==> config.mk <==
export PLATFORM = sky130hd
export DESIGN_NAME = tcp_connection_engine_unit_flat
export DESIGN_NICKNAME = d
export VERILOG_FILES = /design/src/hw/rtl/tce_pkg.sv /design/src/hw/rtl/tce_item_if.sv /design/src/hw/rtl/tce_result_if.sv /design/src/hw/rtl/tce_cfg_regs.sv /design/src/hw/rtl/tce_conn_core.sv /design/src/hw/rtl/tce_result_reg.sv /design/src/hw/rtl/tcp_connection_engine_unit.sv /design/src/flat_wrapper.sv
export VERILOG_INCLUDE_DIRS = /design/src /design/src/hw/rtl
export SDC_FILE = /design/constraint.sdc
export NUM_CORES = 1
export LEC_CHECK = 0
export ABC_AREA = 1
export CORE_MARGIN = 3
export CORE_UTILIZATION = 29
export DETAILED_ROUTE_END_ITERATION = 7
export DONT_BUFFER_PORTS = 1
export PLACE_DENSITY = 0.43
export SYNTH_ARGS = -nofsm -noshare
export SYNTH_HDL_FRONTEND = slang
export SYNTH_SLANG_ARGS = --single-unit
==> constraint.sdc <==
create_clock -name clk -period 14.1 [get_ports clk]
set_clock_uncertainty 0.2 [all_clocks]
set_input_delay 1.41 -clock clk [delete_from_list [all_inputs] [get_ports clk]]
set_output_delay 1.41 -clock clk [all_outputs]
set_load 0.1 [all_outputs]
==> src/hw/rtl/assert_macros.svh <==
// Assertion macros shared by the connection engine RTL.
// No dependencies; included by modules that carry assertions.
`ifndef ASSERT_MACROS_SVH
`define ASSERT_MACROS_SVH

// Clocked property, disabled while reset is asserted.
`define ASSERT_CLK(lbl, clk, rst_n, prop, msg) \
    lbl: assert property (@(posedge clk) disable iff (!rst_n) prop) \
        else $error(msg);

// Condition that must never hold outside reset.
`define ASSERT_NEVER(lbl, clk, rst_n, cond, msg) \
    lbl: assert property (@(posedge clk) disable iff (!rst_n) !(cond)) \
        else $error(msg);

`endif

==> src/hw/rtl/tce_pkg.sv <==
// Types and constants for the TCP connection engine.
// No dependencies; used by every other RTL file except assert_macros.svh.
package tce_pkg;

    localparam logic [15:0] RX_BUF_BYTES  = 16'd16384;
    localparam logic [15:0] TX_BUF_BYTES  = 16'd65535;
    localparam logic [3:0]  BACKOFF_LIMIT = 4'd8;
    localparam logic [7:0]  RETRY_MAX     = 8'd255;

    localparam int CFG_IDX_W = 2;
    localparam int CFG_W     = 20;

    localparam logic [CFG_IDX_W-1:0] CFG_INITIAL_TIMEOUT = 2'd0;
    localparam logic [CFG_IDX_W-1:0] CFG_MAX_TIMEOUT     = 2'd1;
    localparam logic [CFG_W-1:0] INITIAL_TIMEOUT_RST = 20'd1000;
    localparam logic [CFG_W-1:0] MAX_TIMEOUT_RST     = 20'd30000;

    // operation codes
    localparam logic [2:0] OP_RECV  = 3'd0;
    localparam logic [2:0] OP_FLUSH = 3'd1;
    localparam logic [2:0] OP_OPEN  = 3'd2;
    localparam logic [2:0] OP_WRITE = 3'd3;
    localparam logic [2:0] OP_READ  = 3'd4;
    localparam logic [2:0] OP_CLOSE = 3'd5;

    // result kinds
    localparam logic [1:0] KIND_NONE   = 2'd0;
    localparam logic [1:0] KIND_TX     = 2'd1;
    localparam logic [1:0] KIND_REPORT = 2'd2;

    // receive status codes
    localparam logic [2:0] RX_OK         = 3'd0;
    localparam logic [2:0] RX_RESET      = 3'd1;
    localparam logic [2:0] RX_OUT_ORDER  = 3'd2;
    localparam logic [2:0] RX_BAD_HSHAKE = 3'd3;
    localparam logic [2:0] RX_BAD_STATE  = 3'd4;

    // flag byte bits
    localparam logic [7:0] FL_FIN = 8'h01;
    localparam logic [7:0] FL_SYN = 8'h02;
    localparam logic [7:0] FL_RST = 8'h04;
    localparam logic [7:0] FL_PSH = 8'h08;
    localparam logic [7:0] FL_ACK = 8'h10;

    // pending mark bits
    localparam logic [2:0] MARK_SYN = 3'b001;
    localparam logic [2:0] MARK_ACK = 3'b010;
    localparam logic [2:0] MARK_FIN = 3'b100;

    typedef enum logic [1:0] {
        MODE_CLOSED   = 2'd0,
        MODE_SYN_SENT = 2'd1,
        MODE_ESTAB    = 2'd2
    } mode_t;

    typedef struct packed {
        logic [2:0]  op;
        logic [31:0] now;
        logic [31:0] seg_seq;
        logic [31:0] seg_ack;
        logic [7:0]  seg_flags;
        logic [15:0] seg_window;
        logic [15:0] byte_count;
    } item_t;

    typedef struct packed {
        logic [1:0]  kind;
        logic [7:0]  tx_flags;
        logic [31:0] tx_seq;
        logic [31:0] tx_ack;
        logic [15:0] tx_window;
        logic [15:0] tx_len;
        logic [2:0]  rx_status;
        logic [15:0] rx_accepted;
        logic        rx_fin;
    } result_t;

    typedef struct packed {
        logic [CFG_W-1:0] initial_timeout;
        logic [CFG_W-1:0] max_timeout;
    } cfg_t;

endpackage

==> src/hw/rtl/tce_item_if.sv <==
// Input channel of the connection engine: valid/ready plus one operation.
// Depends on tce_pkg.
interface tce_item_if;
    logic            valid;
    logic            ready;
    tce_pkg::item_t  data;

    modport source (output valid, output data, input ready);
    modport sink   (input valid, input data, output ready);
endinterface

==> src/hw/rtl/tce_result_if.sv <==
// Result channel of the connection engine: valid/ready plus one result.
// Depends on tce_pkg.
interface tce_result_if;
    logic              valid;
    logic              ready;
    tce_pkg::result_t  data;

    modport source (output valid, output data, input ready);
    modport sink   (input valid, input data, output ready);
endinterface

==> src/hw/rtl/tce_cfg_regs.sv <==
// Retransmit timing configuration registers, written through a plain port.
// Depends on tce_pkg.
module tce_cfg_regs (
    input  logic                          clk,
    input  logic                          rst_n,
    input  logic                          cfg_we,
    input  logic [tce_pkg::CFG_IDX_W-1:0] cfg_index,
    input  logic [tce_pkg::CFG_W-1:0]     cfg_wdata,
    output tce_pkg::cfg_t                 cfg
);

    logic [tce_pkg::CFG_W-1:0] init_to_reg;
    logic [tce_pkg::CFG_W-1:0] max_to_reg;

    always_ff @(posedge clk or negedge rst_n)
    begin
        if (!rst_n)
        begin
            init_to_reg <= tce_pkg::INITIAL_TIMEOUT_RST;
            max_to_reg  <= tce_pkg::MAX_TIMEOUT_RST;
        end
        else if (cfg_we)
        begin
            if (cfg_index == tce_pkg::CFG_INITIAL_TIMEOUT)
                init_to_reg <= cfg_wdata;
            if (cfg_index == tce_pkg::CFG_MAX_TIMEOUT)
                max_to_reg <= cfg_wdata;
        end
    end

    assign cfg.initial_timeout = init_to_reg;
    assign cfg.max_timeout     = max_to_reg;

endmodule

==> src/hw/rtl/tce_conn_core.sv <==
// Connection state registers and the combinational update for one operation.
// Depends on tce_pkg and assert_macros.svh.
`include "assert_macros.svh"

module tce_conn_core (
    input  logic             clk,
    input  logic             rst_n,
    input  logic             fire,
    input  tce_pkg::item_t   din,
    input  tce_pkg::cfg_t    cfg,
    output tce_pkg::result_t res
);

    tce_pkg::mode_t mode_reg, mode_next;
    logic [2:0]  marks_reg, marks_next;
    logic [31:0] send_next_reg, send_next_next;
    logic [31:0] last_sent_reg, last_sent_next;
    logic [31:0] recv_next_reg, recv_next_next;
    logic [15:0] local_win_reg, local_win_next;
    logic [15:0] peer_win_reg, peer_win_next;
    logic [31:0] deadline_reg, deadline_next;
    logic [7:0]  retry_cnt_reg, retry_cnt_next;
    logic [15:0] tx_queued_reg, tx_queued_next;

    // receive path helpers
    logic        seg_rst, seg_fin, seg_syn_ack, seq_ok;
    logic [31:0] acked;
    logic [15:0] queued_after_ack;
    logic        rx_take;
    logic [15:0] rx_len;
    logic [31:0] recv_after_data;

    // flush path helpers
    logic        timer_wait;
    logic [15:0] flen;
    logic        retry_bump;
    logic [7:0]  retry_flush;
    logic [7:0]  fflags;
    logic [3:0]  shamt;
    logic [27:0] delay_full;
    logic [19:0] delay;

    // app write/read helpers
    logic [16:0] wr_sum;
    logic [15:0] rx_fill;
    logic [15:0] rd_len;

    assign seg_rst     = (din.seg_flags & tce_pkg::FL_RST) != 8'd0;
    assign seg_fin     = (din.seg_flags & tce_pkg::FL_FIN) != 8'd0;
    assign seg_syn_ack = (din.seg_flags & (tce_pkg::FL_SYN | tce_pkg::FL_ACK)) != 8'd0;
    assign seq_ok      = din.seg_seq == recv_next_reg;

    assign acked = din.seg_ack - send_next_reg;
    assign queued_after_ack = (acked >= {16'd0, tx_queued_reg}) ? 16'd0
                            : tx_queued_reg - acked[15:0];
    assign rx_take = (din.byte_count != 16'd0) && (din.byte_count <= local_win_reg);
    assign rx_len  = rx_take ? din.byte_count : 16'd0;
    assign recv_after_data = recv_next_reg + {16'd0, rx_len};

    assign timer_wait = (deadline_reg != 32'd0) && (din.now < deadline_reg);
    assign flen = (mode_reg != tce_pkg::MODE_ESTAB) ? 16'd0
                : (tx_queued_reg < peer_win_reg) ? tx_queued_reg : peer_win_reg;
    assign retry_bump = (mode_reg == tce_pkg::MODE_ESTAB) && (last_sent_reg == send_next_reg)
                      && (retry_cnt_reg != tce_pkg::RETRY_MAX);
    assign retry_flush = retry_cnt_reg + {7'd0, retry_bump};
    assign fflags = ((flen != 16'd0) ? (tce_pkg::FL_ACK | tce_pkg::FL_PSH) : 8'd0)
                  | (marks_reg[0] ? tce_pkg::FL_SYN : 8'd0)
                  | (marks_reg[1] ? tce_pkg::FL_ACK : 8'd0)
                  | (marks_reg[2] ? tce_pkg::FL_FIN : 8'd0);
    assign shamt = (retry_flush < {4'd0, tce_pkg::BACKOFF_LIMIT}) ? retry_flush[3:0]
                 : tce_pkg::BACKOFF_LIMIT;
    assign delay_full = {8'd0, cfg.initial_timeout} << shamt;
    assign delay = (delay_full > {8'd0, cfg.max_timeout}) ? cfg.max_timeout
                 : delay_full[19:0];

    assign wr_sum  = {1'b0, tx_queued_reg} + {1'b0, din.byte_count};
    assign rx_fill = (local_win_reg >= tce_pkg::RX_BUF_BYTES) ? 16'd0
                   : tce_pkg::RX_BUF_BYTES - local_win_reg;
    assign rd_len  = (din.byte_count < rx_fill) ? din.byte_count : rx_fill;

    // connection mode transitions
    always_comb
    begin
        mode_next = mode_reg;
        if (fire)
        begin
            case (din.op)
                tce_pkg::OP_RECV:
                begin
                    if (!seg_rst)
                    begin
                        if (mode_reg == tce_pkg::MODE_SYN_SENT && seg_syn_ack)
                            mode_next = tce_pkg::MODE_ESTAB;
                        else if (mode_reg == tce_pkg::MODE_ESTAB && seq_ok && seg_fin)
                            mode_next = tce_pkg::MODE_CLOSED;
                    end
                end
                tce_pkg::OP_OPEN:  mode_next = tce_pkg::MODE_SYN_SENT;
                tce_pkg::OP_CLOSE: mode_next = tce_pkg::MODE_CLOSED;
                default:           mode_next = mode_reg;
            endcase
        end
    end

    // remaining state and the result
    always_comb
    begin
        marks_next     = marks_reg;
        send_next_next = send_next_reg;
        last_sent_next = last_sent_reg;
        recv_next_next = recv_next_reg;
        local_win_next = local_win_reg;
        peer_win_next  = peer_win_reg;
        deadline_next  = deadline_reg;
        retry_cnt_next = retry_cnt_reg;
        tx_queued_next = tx_queued_reg;
        res            = '0;

        case (din.op)
            tce_pkg::OP_RECV:
            begin
                res.kind = tce_pkg::KIND_REPORT;
                if (seg_rst)
                    res.rx_status = tce_pkg::RX_RESET;
                else if (mode_reg != tce_pkg::MODE_SYN_SENT && !seq_ok)
                begin
                    marks_next    = marks_reg | tce_pkg::MARK_ACK;
                    res.rx_status = tce_pkg::RX_OUT_ORDER;
                end
                else
                begin
                    peer_win_next = din.seg_window;
                    case (mode_reg)
                        tce_pkg::MODE_SYN_SENT:
                        begin
                            if (!seg_syn_ack)
                                res.rx_status = tce_pkg::RX_BAD_HSHAKE;
                            else
                            begin
                                send_next_next = din.seg_ack;
                                recv_next_next = din.seg_seq + 32'd1;
                                deadline_next  = 32'd0;
                                marks_next     = marks_reg | tce_pkg::MARK_ACK;
                            end
                        end
                        tce_pkg::MODE_ESTAB:
                        begin
                            if (acked != 32'd0)
                            begin
                                tx_queued_next = queued_after_ack;
                                send_next_next = din.seg_ack;
                            end
                            recv_next_next  = recv_after_data;
                            local_win_next  = local_win_reg - rx_len;
                            res.rx_accepted = rx_len;
                            if (rx_take || seg_fin)
                                marks_next = marks_reg | tce_pkg::MARK_ACK;
                            if (seg_fin)
                            begin
                                deadline_next  = 32'd0;
                                recv_next_next = recv_after_data + 32'd1;
                                res.rx_fin     = 1'b1;
                            end
                        end
                        default: res.rx_status = tce_pkg::RX_BAD_STATE;
                    endcase
                end
            end
            tce_pkg::OP_FLUSH:
            begin
                if (!timer_wait)
                begin
                    peer_win_next  = peer_win_reg - flen;
                    retry_cnt_next = retry_flush;
                    if (fflags != 8'd0)
                    begin
                        res.kind      = tce_pkg::KIND_TX;
                        res.tx_flags  = fflags;
                        res.tx_seq    = send_next_reg;
                        res.tx_ack    = ((fflags & tce_pkg::FL_ACK) != 8'd0) ? recv_next_reg
                                      : 32'd0;
                        res.tx_window = local_win_reg;
                        res.tx_len    = flen;
                        deadline_next  = din.now + {12'd0, delay};
                        last_sent_next = send_next_reg;
                        marks_next     = 3'd0;
                    end
                end
            end
            tce_pkg::OP_OPEN, tce_pkg::OP_CLOSE:
            begin
                marks_next     = (din.op == tce_pkg::OP_OPEN) ? tce_pkg::MARK_SYN : 3'd0;
                send_next_next = 32'd0;
                last_sent_next = 32'd0;
                recv_next_next = 32'd0;
                local_win_next = tce_pkg::RX_BUF_BYTES;
                peer_win_next  = 16'd0;
                deadline_next  = 32'd0;
                retry_cnt_next = 8'd0;
                tx_queued_next = 16'd0;
            end
            tce_pkg::OP_WRITE:
            begin
                tx_queued_next = (wr_sum > {1'b0, tce_pkg::TX_BUF_BYTES}) ? tce_pkg::TX_BUF_BYTES
                               : wr_sum[15:0];
                deadline_next  = 32'd0;
            end
            tce_pkg::OP_READ:
                local_win_next = local_win_reg + rd_len;
            default:
                res = '0;
        endcase
    end

    always_ff @(posedge clk or negedge rst_n)
    begin
        if (!rst_n)
        begin
            mode_reg      <= tce_pkg::MODE_CLOSED;
            marks_reg     <= 3'd0;
            send_next_reg <= 32'd0;
            last_sent_reg <= 32'd0;
            recv_next_reg <= 32'd0;
            local_win_reg <= tce_pkg::RX_BUF_BYTES;
            peer_win_reg  <= 16'd0;
            deadline_reg  <= 32'd0;
            retry_cnt_reg <= 8'd0;
            tx_queued_reg <= 16'd0;
        end
        else if (fire)
        begin
            mode_reg      <= mode_next;
            marks_reg     <= marks_next;
            send_next_reg <= send_next_next;
            last_sent_reg <= last_sent_next;
            recv_next_reg <= recv_next_next;
            local_win_reg <= local_win_next;
            peer_win_reg  <= peer_win_next;
            deadline_reg  <= deadline_next;
            retry_cnt_reg <= retry_cnt_next;
            tx_queued_reg <= tx_queued_next;
        end
    end

    // local receive window never exceeds the buffer size
    `ASSERT_NEVER(a_local_win_bound, clk, rst_n, local_win_reg > tce_pkg::RX_BUF_BYTES, "local window above buffer size")
    // open always lands in syn-sent with only SYN pending and no timer
    `ASSERT_CLK(a_open_state, clk, rst_n, (fire && din.op == tce_pkg::OP_OPEN) |=> (mode_reg == tce_pkg::MODE_SYN_SENT && marks_reg == tce_pkg::MARK_SYN && deadline_reg == 32'd0), "open did not re-initialize")
    // a transmitted segment clears all pending marks
    `ASSERT_CLK(a_tx_clears_marks, clk, rst_n, (fire && res.kind == tce_pkg::KIND_TX) |=> (marks_reg == 3'd0), "marks left after transmit")

endmodule

==> src/hw/rtl/tce_result_reg.sv <==
// Output register of the result channel; loads when the core completes an item.
// Depends on tce_pkg, tce_result_if and assert_macros.svh.
`include "assert_macros.svh"

module tce_result_reg (
    input  logic             clk,
    input  logic             rst_n,
    input  logic             load,
    input  tce_pkg::result_t din,
    output logic             can_load,
    tce_result_if.source     result
);

    logic             valid_reg, valid_next;
    tce_pkg::result_t data_reg;

    assign can_load = !valid_reg || result.ready;

    always_comb
    begin
        if (load)
            valid_next = 1'b1;
        else if (result.ready)
            valid_next = 1'b0;
        else
            valid_next = valid_reg;
    end

    always_ff @(posedge clk or negedge rst_n)
    begin
        if (!rst_n)
            valid_reg <= 1'b0;
        else
            valid_reg <= valid_next;
    end

    always_ff @(posedge clk)
    begin
        if (load)
            data_reg <= din;
    end

    assign result.valid = valid_reg;
    assign result.data  = data_reg;

    // a load is only issued when the slot is free or draining
    `ASSERT_NEVER(a_no_overwrite, clk, rst_n, load && valid_reg && !result.ready, "result overwritten before transfer")

endmodule

==> src/hw/rtl/tcp_connection_engine_unit.sv <==
// TCP connection engine: one operation per transaction, one result per operation.
// Path: an accepted operation waits in the input register until the result register
// can load; the combinational state update then writes the result register.
// Throughput: one operation per cycle unless result back-pressure stalls; the state update is combinational.
// Reset: asynchronous, active low; connection closed, timeouts 1000 and 30000.
module tcp_connection_engine_unit (
    input  logic                          clk,
    input  logic                          rst_n,
    tce_item_if.sink                      item,
    tce_result_if.source                  result,
    input  logic                          cfg_we,
    input  logic [tce_pkg::CFG_IDX_W-1:0] cfg_index,
    input  logic [tce_pkg::CFG_W-1:0]     cfg_wdata
);

    logic             in_valid_reg, in_valid_next;
    tce_pkg::item_t   in_data_reg;
    logic             can_load;
    logic             fire;
    logic             accept;
    tce_pkg::cfg_t    cfg;
    tce_pkg::result_t core_res;

    assign fire       = in_valid_reg && can_load;
    assign item.ready = !in_valid_reg || fire;
    assign accept     = item.valid && item.ready;

    always_comb
    begin
        if (accept)
            in_valid_next = 1'b1;
        else if (fire)
            in_valid_next = 1'b0;
        else
            in_valid_next = in_valid_reg;
    end

    always_ff @(posedge clk or negedge rst_n)
    begin
        if (!rst_n)
            in_valid_reg <= 1'b0;
        else
            in_valid_reg <= in_valid_next;
    end

    always_ff @(posedge clk)
    begin
        if (accept)
            in_data_reg <= item.data;
    end

    tce_cfg_regs u_cfg (
        .clk       (clk),
        .rst_n     (rst_n),
        .cfg_we    (cfg_we),
        .cfg_index (cfg_index),
        .cfg_wdata (cfg_wdata),
        .cfg       (cfg)
    );

    tce_conn_core u_core (
        .clk   (clk),
        .rst_n (rst_n),
        .fire  (fire),
        .din   (in_data_reg),
        .cfg   (cfg),
        .res   (core_res)
    );

    tce_result_reg u_out (
        .clk      (clk),
        .rst_n    (rst_n),
        .load     (fire),
        .din      (core_res),
        .can_load (can_load),
        .result   (result)
    );

endmodule
==> src/flat_wrapper.sv <==
// flat-port wrapper written by rule: the top's interface ports become plain ports
module tcp_connection_engine_unit_flat 
  (clk, rst_n, cfg_we, cfg_index, cfg_wdata, item_valid, item_data, item_ready, result_valid, result_data, result_ready);
  tce_item_if item_i ();
  tce_result_if result_i ();
  input  logic clk;
  input  logic rst_n;
  input  logic cfg_we;
  input  logic [tce_pkg::CFG_IDX_W-1:0] cfg_index;
  input  logic [tce_pkg::CFG_W-1:0] cfg_wdata;
  input wire logic [$bits(item_i.valid)-1:0] item_valid;
  input wire logic [$bits(item_i.data)-1:0] item_data;
  output wire logic [$bits(item_i.ready)-1:0] item_ready;
  output wire logic [$bits(result_i.valid)-1:0] result_valid;
  output wire logic [$bits(result_i.data)-1:0] result_data;
  input wire logic [$bits(result_i.ready)-1:0] result_ready;
  assign item_i.valid = item_valid;
  assign item_i.data = item_data;
  assign item_ready = item_i.ready;
  assign result_valid = result_i.valid;
  assign result_data = result_i.data;
  assign result_i.ready = result_ready;
  tcp_connection_engine_unit u_core (.clk(clk), .rst_n(rst_n), .item(item_i), .result(result_i), .cfg_we(cfg_we), .cfg_index(cfg_index), .cfg_wdata(cfg_wdata));
endmodule
### After elaboration in Yosys (flattened, before gate mapping)

Index checks and enable logic that the tools add are counted.

* shift-type cells: 1
* bitwise logic cells: 8
* equal/unequal tests: 27
* mux-type cells: 77
* reduce and logical (&&, ||, !) cells: 53
* magnitude comparators: 9
* $add $sub $neg: 12

Operators by type and width (number)
* $mux W32: 17
* $pmux W32 S2: 6
* $mux W16: 17
* $mux W105: 2
* $pmux W16 S3: 3
* $pmux W32 S3: 1
* $add A32 B1 Y32 const B: 2
* $eq A32 B32 Y1: 2
* $reduce_bool A32 Y1: 2
* $sub A16 B16 Y16: 3
* $add A32 B16 Y32: 1
* $add A32 B20 Y32: 1
* $ge A32 B16 Y1: 1
* $lt A16 B16 Y1: 2
* $lt A32 B32 Y1: 1
* $reduce_bool A16 Y1: 2
* $sub A32 B32 Y32: 1
* $gt A28 B20 Y1: 1
* $shl A20 B4 Y28: 1
* $mux W2: 10
* $mux W20: 1
* $add A16 B16 Y17: 1
* $gt A17 B16 Y1 const B: 1
* $add A16 B16 Y16: 1
* other kinds (49): 107

* word-level logic and storage cells: 220
* bits in registers: 493
* output and inout port bits: 128

### Depth between registers and ports, before layout

* depth in word-level cells: 13
* gate-level depth with buffers: 54
* gate-level depth less buffers: 50

### By module

Synthesis repeated with hierarchy kept, for this count alone.

* cell total of the unflattened synthesis: 4424
* area, all modules: 34096.5 um^2

Modules (own cells, without submodules)
* tce_conn_core: cells an instance 3967, area an instance 24407.2 um^2, times used 1
* tcp_connection_engine_unit: cells an instance 147, area an instance 4226.6 um^2, times used 1
* tce_result_reg: cells an instance 131, area an instance 3828.7 um^2, times used 1
* tce_cfg_regs: cells an instance 179, area an instance 1634.1 um^2, times used 1

### Worst setup path after synthesis

Ideal clock, no wire load.

* path kind: register -> register
* start: register u_core.u_core.mode_reg[0]
* end: register u_core.u_core.deadline_reg[18]
* data required time: 13783 ps
* stages on the path, launching flop included: 51
* path slack: 6791 ps
* arrival time: 6992 ps
* cell sequence: dfrtp_1 > inv_1 > ha_1 > clkbuf_1 > inv_1 > buf_1 > clkbuf_1 > a21oi_1 > nand4_1 > nor4_1 > ha_1 > ha_1 > nand2_1 > xor2_1 > nand2_1 > nor2_2 > nand2_4 > nor2_8 > (+15 left out) > clkbuf_1 > nand3_1 > nand2_1 > ha_1 > fa_1 > nand3_1 > nand2_1 > a21oi_1 > nor2_1 > a21oi_1 > inv_1 > nand2_1 > o211ai_1 > a21oi_1 > xor2_1 > nor2_1 > nand3_1 > nand2_1

* word-level cells in the longest chain between the ends: 13
* elaborated cells between the ends (all ways): 33

Ends and longest elaborated chain
* from (decl): line tce_conn_core.sv:14 `tce_pkg::mode_t mode_reg, mode_next;`
* from (signal assigned): line tce_conn_core.sv:219 `mode_reg <= tce_pkg::MODE_CLOSED;`
* from (signal assigned): line tce_conn_core.sv:232 `mode_reg <= mode_next;`
* $eq A2 B2 Y1: line tce_conn_core.sv:63, tce_conn_core.sv:133
* $logic_and A1 B1 Y1: line tce_conn_core.sv:63 `assign retry_bump = (mode_reg == tce_pkg::MODE_ESTAB) && (last_sent_reg == send_next_reg)`
* $logic_and A1 B1 Y1: line tce_conn_core.sv:64 `&& (retry_cnt_reg != tce_pkg::RETRY_MAX);`
* $add A8 B1 Y8: line tce_conn_core.sv:65 `assign retry_flush = retry_cnt_reg + {7'd0, retry_bump};`
* $lt A8 B4 Y1: line tce_conn_core.sv:70 `assign shamt = (retry_flush < {4'd0, tce_pkg::BACKOFF_LIMIT}) ? retry_flush[3:0]`
* $mux W4: line tce_conn_core.sv:70
* $shl A20 B4 Y28: line tce_conn_core.sv:72 `assign delay_full = {8'd0, cfg.initial_timeout} << shamt;`
* $gt A28 B20 Y1: line tce_conn_core.sv:73 `assign delay = (delay_full > {8'd0, cfg.max_timeout}) ? cfg.max_timeout`
* $mux W20: line tce_conn_core.sv:73
* $add A32 B20 Y32: line tce_conn_core.sv:184 `deadline_next = din.now + {12'd0, delay};`
* $mux W32: line tce_conn_core.sv:175 `if (fflags != 8'd0)`
* $mux W32: line tce_conn_core.sv:171 `if (!timer_wait)`
* $pmux W32 S3: line tce_conn_core.sv:119 `case (din.op)`
* to (signal assigned): line tce_conn_core.sv:239 `deadline_reg <= deadline_next;`
* to (decl): line tce_conn_core.sv:21 `logic [31:0] deadline_reg, deadline_next;`

Several ways; a longest one is shown, not always the timed one. The select of a mux whose other input is x is not followed.
A chain may end at the register's enable or synchronous reset.

### Worst setup path in the final report

* start: register u_core.u_core.mode_reg[0]
* end: register u_core.u_core.deadline_reg[25]

Same word-level chain as after synthesis.

==> results by group <==
Status
  – Status: finished clean

Clock network
  – H-tree depth: 3
  – Total CTS buffers: 66
  – Worst-Skew Late Latency: approximately 640 ps
  – Root buf cell: clkbuf_16
  – Worst-path clk slew: roughly 60 ps
  – Post-CTS setup buffers: 0
  – CTS Hold Bufs: 0
  – Post-cts resize count: 0
  – Clock Path Buffers: 3
  – Num Clock Sinks: a little under 500
  – CTS tree: built

Synthesis
  – Seq/Total Area, Yosys: 0.401
  – EDFF count, synth: between 200 and 300
  – #FFs+latches synth: just under 500
  – YS warnings: 0
  – Cells after Synth: roughly 4,300
  – FFs w/ async S/R, synth: 0.473
  – Post-Syn Area per Cell: around 7.8 sq um
  – Netlist cell types: slightly below 80
  – Area of the mapped netlist: about 34,000 sq um
  – Top_reg_cell synth: edfxtp_1

Timing
  – Max-slew violations: 0
  – Unrepaired setup endpoints after global routing: false
  – Worst-Margin Slew: roughly 1200 ps
  – Worst hold slack: 271 ps
  – Rel. slew slack: 0.177
  – Endpoints failing hold: 0
  – Setup Viol. Count Final: 0
  – F_max: 0.0965 GHz
  – Tmin final: 10,370 ps
  – Final setup margin: 3730 ps
  – Fin Setup TNS: 0 ps
  – Final cycle utilization of the critical path: 0.735

Power
  – Pleak: approximately 0.017 uW
  – Power Dens Cells: 223 nW/um^2
  – Total power: 8310 uW
  – Peak supply drop: ~0.08 mV

Global routing
  – Vias in the first global route: between 20,000 and 30,000
  – GRT overflow: 0
  – Total GRT Usage: 0.193
  – Initial antenna violation count: 18
  – Largest net degree at the start of global routing: about 230
  – Global-route wire length before repair: roughly 180,000 um

Setup path
  – CP most frequent cell: nand2_1
  – CP max-delay cell: a32o_1
  – Max stage delay on crit path: 760 ps
  – CP endpoint kind: flip-flop
  – Crit path DAT: between 10,000 and 15,000 ps
  – Setup CP Type: reg -> reg
  – Worst EP required: 14,460 ps
  – Crit-path max FO: 44
  – Startpoint types: flip-flop

Drt
  – Detailed-route wire length per cell: between 20 and 25 um
  – Antenna-violating nets left: 0
  – Initial drt markers: about 2,000
  – Residual DRC: 0
  – Routed vias: between 20,000 and 30,000
  – WL final: between 100,000 and 150,000 um
  – Detailed-route vias per instance: a little under 5
  – Router iterations before antenna repair: 8

Placed design
  – Post-DP HPWL: around 89,000 um
  – GPL Wtd Cong: 0.880
  – Worst Setup Slack post-DPL: between 3000 and 4000 ps
  – Placed cells: between 5,000 and 6,000
  – Port Buffers: 0

Final layout
  – Share of layout cells above drive strength 1: 0.0468
  – Max FFs per register: ~140
  – Layout area overhead: 11.0%
  – Filler Cell Count: between 10,000 and 15,000
  – Final cell count without fillers: around 6,000
  – Nets: approximately 4,700
  – Commonest cells after routing, fill and taps aside: 1,048 x nand2_1, 488 x inv_1, 401 x nor2_1
  – Commonest non-fill, non-tap cell in the layout: nand2_1

Die
  – Die area: 120,000 sq um
  – Top-level port count: around 290
  – Area of the core: 115,000 sq um
  – Starting density of the core: 0.293
  – Chip Width: 346 um
  – Die Ht: approximately 350 um
  – Core Rows: 124

Worst hold path
  – Min-delay worst type: reg -> reg

Run
  – Max_cap viols: 0
[critical path, delay by kind of cell, from the launching register on]
family | cells | cell delay (ps)
AO/OA/AOI/OAI | 13 | 3530
XOR/XNOR | 1 | 180
adder cells (fa/ha/maj) | 5 | 1260
buffers and inverters | 6 | 1340
flip-flops | 1 | 400
multiplexers | 1 | 290
AND/OR/NAND/NOR | 19 | 3030
[area by class of cell]
cell class | instances | area (sq um) | area share
diodes | 10 | 25.0 | 0.000672
clock inverters | 30 | 334 | 0.00897
well taps | 1512 | 1890 | 0.0508
inverters | 500 | 1890 | 0.0507
flip-flops and latches | 486 | 13500 | 0.361
repair buffers | 20 | 150 | 0.00403
clock buffers | 91 | 1890 | 0.0508
multi-input cells | 3214 | 17600 | 0.473
[kinds of logic (layout without fill, tap and decap cells)]
| group | Yosys count | after routing | synth area share |
|---|---|---|---|
| adders and majority gates | 261 | 261 | 0.0989 |
| and+or+nand+nor | 2043 | 2043 | 0.260 |
| other | 2 | 16 | 0.000224 |
| xor gates and xnor gates | 138 | 138 | 0.0363 |
| AOI/OAI and AO/OA | 764 | 764 | 0.127 |
| DFF | 486 | 486 | 0.401 |
| buffers and inverters | 629 | 641 | 0.0755 |
| muxes | 2 | 2 | 0.000597 |
[per-layer routing]
layer	vias up	GRT usage	part of all wire
met5	-	0	0.00011
li1	14532	-	-
met3	166	0.0332	0.051
met4	2	0.0683	0.031
met2	670	0.304	0.45
met1	13435	0.265	0.47
[cells in the mapped netlist, drive strengths merged (3+ instances only)]
| cell type | number | area, sq um |
|---|---|---|
| a211oi | 10 | 75.1 |
| a21boi | 7 | 67.6 |
| a21o | 9 | 67.6 |
| a21oi | 295 | 1490 |
| a221oi | 3 | 26.3 |
| a22o | 4 | 35.0 |
| a22oi | 5 | 37.5 |
| a31o | 3 | 26.3 |
| a31oi | 16 | 100 |
| and3 | 6 | 37.5 |
| buf | 63 | 407 |
| clkbuf | 66 | 248 |
| dfrtp | 216 | 5410 |
| dfstp | 14 | 368 |
| edfxtp | 256 | 7690 |
| fa | 7 | 140 |
| ha | 254 | 3180 |
| inv | 499 | 1880 |
| nand2 | 1059 | 4020 |
| nand3 | 336 | 1680 |
| nand3b | 8 | 60.1 |
| nand4 | 83 | 541 |
| nor2 | 412 | 1600 |
| nor3 | 91 | 470 |
| nor3b | 4 | 30.0 |
| nor4 | 23 | 150 |
| o2111ai | 7 | 61.3 |
| o211ai | 28 | 225 |
| o21a | 11 | 82.6 |
| o21ai | 314 | 1580 |
| o21bai | 6 | 45.0 |
| o22ai | 18 | 113 |
| o311ai | 4 | 35.0 |
| o31ai | 12 | 90.1 |
| or2 | 15 | 93.8 |
| xnor2 | 65 | 569 |
| xor2 | 73 | 647 |
[per-stage QoR]
step / area, sq um / utilization
floorplan: 33600 / -
CTS: 37200 / 0.325
detailed placement: 35000 / 0.306
finish: 37200 / 0.325
global placement: 35000 / 0.306
global route: 37200 / 0.325
[power breakdown]
part / total [uW] / switching [uW] / leakage, uW / internal (uW)
registers: 2470 / 638 / 0.00546 / 1830
logic: 4090 / 2740 / 0.0101 / 1350
clock network: 1740 / 692 / 0.00109 / 1050
total: 8310 / 4070 / 0.0166 / 4230
[path summary, 6_finish.rpt]
path                                                      start                               to  slack [ps]  cells past startpoint
worst max register to register        u_core.u_core.mode_reg[0]   u_core.u_core.deadline_reg[25]        3730                     45
worst min register to register  u_core.u_core.send_next_reg[26]  u_core.u_core.send_next_reg[26]         270                      2
worst min-delay path            u_core.u_core.send_next_reg[26]  u_core.u_core.send_next_reg[26]         270                      2
max in group asynchronous                                 rst_n  u_core.u_core.send_next_reg[15]       12760                      0
min in group asynchronous                                 rst_n       u_core.u_cfg.max_to_reg[6]         280                      0
worst max-delay path                  u_core.u_core.mode_reg[0]   u_core.u_core.deadline_reg[25]        3730                     45
Note: power is estimated with default switching activity, not from simulation.
